**src/rtl/core/fnvh_pkg.sv**
```systemverilog
// Package for the FNV-1a hash block: constants and the hash arithmetic.
// No dependencies; used by every module under rtl/core.
`timescale 1ns / 1ps
`default_nettype none

package fnvh_pkg;

    localparam int unsigned HashW = 32;
    localparam int unsigned ByteW = 8;

    typedef logic [HashW-1:0] hash_t;
    typedef logic [ByteW-1:0] byte_t;

    localparam hash_t FNV_BASIS = 32'h811C_9DC5;
    // 16777619 = 2^24 + 2^8 + 2^7 + 2^4 + 2^1 + 2^0
    localparam hash_t FNV_PRIME = 32'h0100_0193;

    // Multiply by the FNV prime mod 2^32 as a sum of shifted copies
    function automatic hash_t fnv_mul(input hash_t h);
        fnv_mul = (h << 24) + (h << 8) + (h << 7) + (h << 4) + (h << 1) + h;
    endfunction

    // Five-step shift/add/xor finaliser, all mod 2^32
    function automatic hash_t avalanche(input hash_t h_in);
        hash_t h;
        h = h_in;
        h = h + (h << 13);
        h = h ^ (h >> 7);
        h = h + (h << 3);
        h = h ^ (h >> 17);
        h = h + (h << 5);
        avalanche = h;
    endfunction

endpackage

`default_nettype wire

```
**src/rtl/core/fnvh_finalizer.sv**
```systemverilog
// Finaliser stage: holds the folded hash of a finished string, applies the
// avalanche mix and presents the result beat. Depends on fnvh_pkg.
`timescale 1ns / 1ps
`default_nettype none

module fnvh_finalizer
    import fnvh_pkg::*;
(
    input  wire   aclk,
    input  wire   aresetn,
    input  wire   in_valid,
    output logic  in_ready,
    input  hash_t in_hash,
    output logic  out_valid,
    input  wire   out_ready,
    output hash_t out_hash
);

    logic  b_valid_reg;
    hash_t b_hash_reg;
    logic  o_valid_reg;
    hash_t o_hash_reg;
    logic  o_free;
    logic  b_move;

    assign o_free   = !o_valid_reg || out_ready;
    assign b_move   = b_valid_reg && o_free;
    assign in_ready = !b_valid_reg || o_free;

    always_ff @(posedge aclk) begin
        if (!aresetn) begin
            b_valid_reg <= 1'b0;
            o_valid_reg <= 1'b0;
        end else begin
            if (in_ready) begin
                b_valid_reg <= in_valid;
            end
            if (o_free) begin
                o_valid_reg <= b_valid_reg;
            end
        end
    end

    always_ff @(posedge aclk) begin
        if (in_valid && in_ready) begin
            b_hash_reg <= in_hash;
        end
        if (b_move) begin
            o_hash_reg <= avalanche(b_hash_reg);
        end
    end

    assign out_valid = o_valid_reg;
    assign out_hash  = o_hash_reg;

endmodule

`default_nettype wire

```
**src/rtl/core/fnv1a_hash_with_avalanche.sv**
```systemverilog
// Top level of the FNV-1a string hash with avalanche finaliser.
// Depends on fnvh_pkg and fnvh_finalizer.
`timescale 1ns / 1ps
`default_nettype none

// Takes one string byte per beat and keeps a 32-bit FNV-1a running hash
// (basis 0x811C9DC5). A beat with s_last produces exactly one result beat:
// the finalised hash, or 0 when s_absent_string is set; the running hash
// then returns to the basis. Throughput is one beat per cycle, set by the
// running-hash loop (xor plus constant multiply done as shifted adds),
// while no last beat waits on the finaliser. With no stall, the edge that
// accepts a last beat loads the input register, and the finaliser input
// register and then the result register follow; the latter drives m_valid.
// cfg_wr_data selects sign extension of bytes above 127; write it only
// while the block is idle.
module fnv1a_hash_with_avalanche
    import fnvh_pkg::*;
(
    input  wire         aclk,
    input  wire         aresetn,
    input  wire         cfg_wr_en,
    input  wire         cfg_wr_data,
    input  wire         s_valid,
    output logic        s_ready,
    input  wire  [7:0]  s_data_byte,
    input  wire         s_byte_present,
    input  wire         s_last,
    input  wire         s_absent_string,
    output logic        m_valid,
    input  wire         m_ready,
    output logic [31:0] m_hash_value
);

    logic  sign_ext_reg;
    logic  a_valid_reg;
    byte_t a_byte_reg;
    logic  a_present_reg;
    logic  a_last_reg;
    logic  a_absent_reg;
    hash_t hash_reg;
    hash_t hash_next;
    hash_t byte_ext;
    hash_t folded;
    hash_t fin_hash;
    logic  fin_ready;
    logic  a_fire;

    assign a_fire  = a_valid_reg && (!a_last_reg || fin_ready);
    assign s_ready = !a_valid_reg || a_fire;

    always_comb begin
        byte_ext  = {{(HashW-ByteW){sign_ext_reg & a_byte_reg[ByteW-1]}}, a_byte_reg};
        folded    = a_present_reg ? fnv_mul(hash_reg ^ byte_ext) : hash_reg;
        fin_hash  = a_absent_reg ? '0 : folded;
        hash_next = a_last_reg ? FNV_BASIS : folded;
    end

    always_ff @(posedge aclk) begin
        if (!aresetn) begin
            sign_ext_reg <= 1'b0;
            a_valid_reg  <= 1'b0;
            hash_reg     <= FNV_BASIS;
        end else begin
            if (cfg_wr_en) begin
                sign_ext_reg <= cfg_wr_data;
            end
            if (s_ready) begin
                a_valid_reg <= s_valid;
            end
            if (a_fire) begin
                hash_reg <= hash_next;
            end
        end
    end

    always_ff @(posedge aclk) begin
        if (s_valid && s_ready) begin
            a_byte_reg    <= s_data_byte;
            a_present_reg <= s_byte_present;
            a_last_reg    <= s_last;
            a_absent_reg  <= s_absent_string;
        end
    end

    fnvh_finalizer u_finalizer (
        .aclk      (aclk),
        .aresetn   (aresetn),
        .in_valid  (a_valid_reg && a_last_reg),
        .in_ready  (fin_ready),
        .in_hash   (fin_hash),
        .out_valid (m_valid),
        .out_ready (m_ready),
        .out_hash  (m_hash_value)
    );

endmodule

`default_nettype wire

```
**config.mk**
```make
export PLATFORM = sky130hd
export DESIGN_NAME = fnv1a_hash_with_avalanche
export DESIGN_NICKNAME = d
export VERILOG_FILES = /design/src/rtl/core/fnvh_pkg.sv /design/src/rtl/core/fnvh_finalizer.sv /design/src/rtl/core/fnv1a_hash_with_avalanche.sv
export SDC_FILE = /design/constraint.sdc
export NUM_CORES = 1
export LEC_CHECK = 0
export BUFFER_PORTS_ARGS = -buffer_cell sky130_fd_sc_hd__buf_2
export CORE_MARGIN = 1
export CORE_UTILIZATION = 40
export CTS_CLUSTER_DIAMETER = 200
export CTS_CLUSTER_SIZE = 16
export DETAILED_ROUTE_END_ITERATION = 12
export REMOVE_ABC_BUFFERS = 1
export SYNTH_ARGS = -nofsm -noshare
export SYNTH_HDL_FRONTEND = slang
export SYNTH_HIERARCHICAL = 1
export SYNTH_SLANG_ARGS = --single-unit
```
**constraint.sdc**
```tcl
create_clock -name aclk -period 9.1 [get_ports aclk]
set_input_delay 0.91 -clock aclk [delete_from_list [all_inputs] [get_ports aclk]]
set_output_delay 0.91 -clock aclk [all_outputs]
set_load 0.01 [all_outputs]
```
==> flow_summary.rst <==
.. list-table::
   :header-rows: 1

   * - Metric
     - Value
   * - Max capacitance violation total
     - 0
   * - Critical register-to-register path startpoint
     - u_finalizer/b_hash_reg[0]$_DFFE_PP_
   * - First drt pass iteration count
     - 5
   * - Total of hold buffers inserted after clock tree synthesis
     - 0
   * - Register-to-Register Setup Slack
     - between 1.5 and 2 ns
   * - Worst hold path class
     - flip-flop to flip-flop
   * - Top metal layer carrying routed signals
     - met4
   * - CTS clock-pin slew for the worst setup and hold paths
     - 0.10 ns
   * - Clk sink count
     - between 100 and 150
   * - Worst Max-Slew Pin Slew
     - roughly 0.93 ns
   * - Yosys top cell by area
     - edfxtp_1
   * - Routed wire length on met3
     - 724 µm
   * - Number of enable-type register cells in the synthesized netlist
     - 75
   * - Count of warnings emitted by yosys
     - 6
   * - Global-route wire length before repair
     - 47500 µm
   * - Async set-reset flop share out of synthesis
     - 0%
   * - Synth top area share
     - about a fifth
   * - Startpoint kind of the worst setup timing path
     - flip-flop
   * - Crit. End Element
     - flip-flop
   * - Most used cells in the layout excluding fill and tap cells
     - xnor2_1, ha_1, inv_1
   * - Fin. max-slew vios
     - 0
   * - Number of vias after detailed routing
     - between 9000 and 10000
   * - Post-detailed-routing wire length
     - ~29000 µm
   * - Placed inst area
     - about 13000 µm²
   * - Grt ovf
     - 0
   * - Setup Fix Bufs, Post-CTS
     - 0
   * - Area overhead of the layout relative to synthesis
     - 8.23%
   * - Count of state elements after synthesis
     - about 110
   * - Final critical path time including I/O delays and setup
     - ~7.3 ns
   * - Core ar.
     - 29600 µm²
   * - Violation count after the first detailed-routing iteration
     - roughly 510
   * - Cell chosen for the clock root
     - clkbuf_16
   * - Sequential-to-total area share from yosys stat
     - approximately 25%
   * - Setup Crit Path Kind
     - flip-flop to flip-flop
   * - CTS buffer count
     - 9
   * - Global-route usage over all layers
     - 19.5%
   * - Remaining antenna violation count after routing
     - 0
   * - Port bufs
     - 50
   * - Post-detailed-route wirelength per cell
     - between 15 and 20 µm
   * - Largest cells by area after synthesis
     - edfxtp_1, ha_1, xnor2_1
   * - End point of the critical path
     - u_finalizer/out_hash[30]$_DFFE_PP_
   * - Most frequent standard cell in the layout excluding fill and tap cells
     - xnor2_1
   * - Final setup slack of the worst path
     - 1.78 ns
   * - Post-cts repair resize count
     - 0
   * - Maximum number of pins on one net before global-route repair
     - 47
   * - Clock tree from TritonCTS
     - done
   * - Std cell rows
     - 63
   * - Clock tree buffer depth
     - 2
   * - Required time at the endpoint of the critical path
     - 9.23 ns
   * - Initial cell density of the core
     - between 40% and 50%
   * - Hold Vio Cnt, Final
     - 0
   * - Synthesized-area fraction occupied by and/or/nand/nor cells
     - 10.3%
   * - Net count, final
     - 1540
   * - Min Hold Slack
     - between 0.5 and 0.6 ns
   * - Synth unique cells
     - 74
   * - Detail-routed via count per cell
     - 5.34
   * - DRC
     - 0
   * - Number of global-route vias before repair
     - 9118
   * - Area of the die
     - about 31000 µm²
   * - Layout fillers
     - around 3000
   * - Primary flip-flop cell chosen by synthesis mapping
     - edfxtp_1
   * - Worst-path maximum fanout
     - 6
   * - Critical path data arrival time
     - between 7 and 8 ns
   * - Met1 Wirelength
     - roughly 14000 µm
   * - Area share of xor/xnor cells in the synthesized design
     - roughly 17%
   * - Worst r2r path cells
     - 31
   * - Share of layout cells above drive strength 1
     - about 8.3%
   * - IO Count
     - 51
   * - Post-route setup TNS
     - 0 ns
   * - Adder-cell share of the synthesized area
     - 22.5%
   * - Achievable frequency
     - between 100 and 150 MHz
   * - Crit path largest cell delay
     - approximately 0.54 ns
   * - Routability congestion estimate from global placement
     - about 0.95
   * - Area fraction in compound gates after synthesis
     - 18.3%
   * - Clock tree skew after final layout
     - 0.0180 ns
   * - Die Ht
     - roughly 180 µm
   * - Final critical-path share of the clock period
     - between 80 and 90%
   * - Largest family of logic cells by synthesized area
     - adder cells
   * - Outcome
     - completed
   * - Slowest cell on the critical path
     - a2111oi_0
   * - Ant diodes
     - 0
   * - CP startpoint
     - u_finalizer/b_hash_reg[0]$_DFFE_PP_
   * - Setup repair after global routing missed its margin
     - false
   * - Final std cell area, no fill
     - around 13000 µm²
   * - Mean instance size in the synthesized netlist
     - between 9 and 10 µm²
   * - Area of the mapped netlist
     - 12100 µm²
   * - Slew headroom
     - a little under two fifths
   * - Worst slack, placed
     - slightly below 2 ns
   * - Detail Placement HPWL
     - 24300 µm
   * - Post-Syn Instances
     - 1302
   * - Initial antenna violation count
     - 0
   * - Latest clock arrival within the worst-skew pair
     - 0.38 ns
   * - Setup violation total in the final timing report
     - 0
   * - Routed wl met2
     - 14100 µm
   * - Mux contribution to synthesized area
     - about 2.1%
   * - Overall die width
     - 176 µm
   * - H-tree levels
     - 3
   * - Endpoint of the most critical register-to-register path
     - u_finalizer/out_hash[30]$_DFFE_PP_
-- worst min-delay path by stage --
stage | from | endpoint | slack (ns) | cells after the start
final | u_finalizer/b_valid_reg$_SDFFE_PN0N_ | u_finalizer/out_valid$_SDFFE_PN0P_ | 0.53 | 1
after floorplan | u_finalizer/b_valid_reg$_SDFFE_PN0N_ | u_finalizer/out_valid$_SDFFE_PN0P_ | 0.48 | 1
after CTS | u_finalizer/b_valid_reg$_SDFFE_PN0N_ | u_finalizer/out_valid$_SDFFE_PN0P_ | 0.54 | 1
after global routing | u_finalizer/b_valid_reg$_SDFFE_PN0N_ | u_finalizer/out_valid$_SDFFE_PN0P_ | 0.57 | 1
after detailed placement | u_finalizer/b_valid_reg$_SDFFE_PN0N_ | u_finalizer/out_valid$_SDFFE_PN0P_ | 0.52 | 1
after global placement | u_finalizer/b_valid_reg$_SDFFE_PN0N_ | u_finalizer/out_valid$_SDFFE_PN0P_ | 0.50 | 1
-- layer usage --
metal,up-vias,GRT usage [%]
met2,169,34.0
met4,0,6.96
met3,51,1.93
met1,4405,24.8
met5,-,0
li1,4631,-
-- cell type report --
type,count,area (µm²),share of cell area (%)
inverters,112,420,3.22
clock inverters,7,103,0.785
well taps,390,488,3.73
flip-flops and latches,111,2970,22.8
clock buffers,9,225,1.72
repair buffers,61,333,2.55
multi-input cells,1043,8520,65.2
-- worst max-delay path: cells and delay by family, from the launching register on --
kind | cells | cell delay, ns
buffers and inverters | 1 | 0.07
DFF | 1 | 0.38
and+or+nand+nor | 1 | 0.11
adders and majority gates | 4 | 1.28
xor gates and xnor gates | 6 | 1.50
AOI/OAI and AO/OA | 19 | 3.73
-- synthesized netlist by cell type, types with 12 or more instances --
master      n
clkbuf_1   27
a31oi_1    15
a21o_1     42
nand2b_1   16
edfxtp_1   75
a21oi_1    99
dfxtp_1    36
nand2_1    71
a211oi_1   13
nand3_1    12
o21a_1     13
o21ai_0    58
mux2i_1    23
nor2_1     93
fa_1       49
o21bai_1   20
nor3_1     19
ha_1      136
xor2_1     83
xnor2_1   141
nor2b_1    14
and3_1     14
inv_1     110
-- cells by family after synthesis --
kind of cell	after synthesis
and+or+nand+nor	268
DFF	111
buffers and inverters	148
xor gates and xnor gates	231
adders and majority gates	188
AOI/OAI and AO/OA	331
muxes	25
-- stage by stage --
step / util, % / std cells
finish: 44.1 / 1733
global route: 44.1 / 1733
CTS: 44.1 / 1733
detailed placement: 43.0 / 1717
global placement: 43.0 / 1717
floorplan: - / 1266
Power is left out: the tool's default activity adds up to more than one toggle a clock period on the data nets, which glitch-free logic cannot reach.
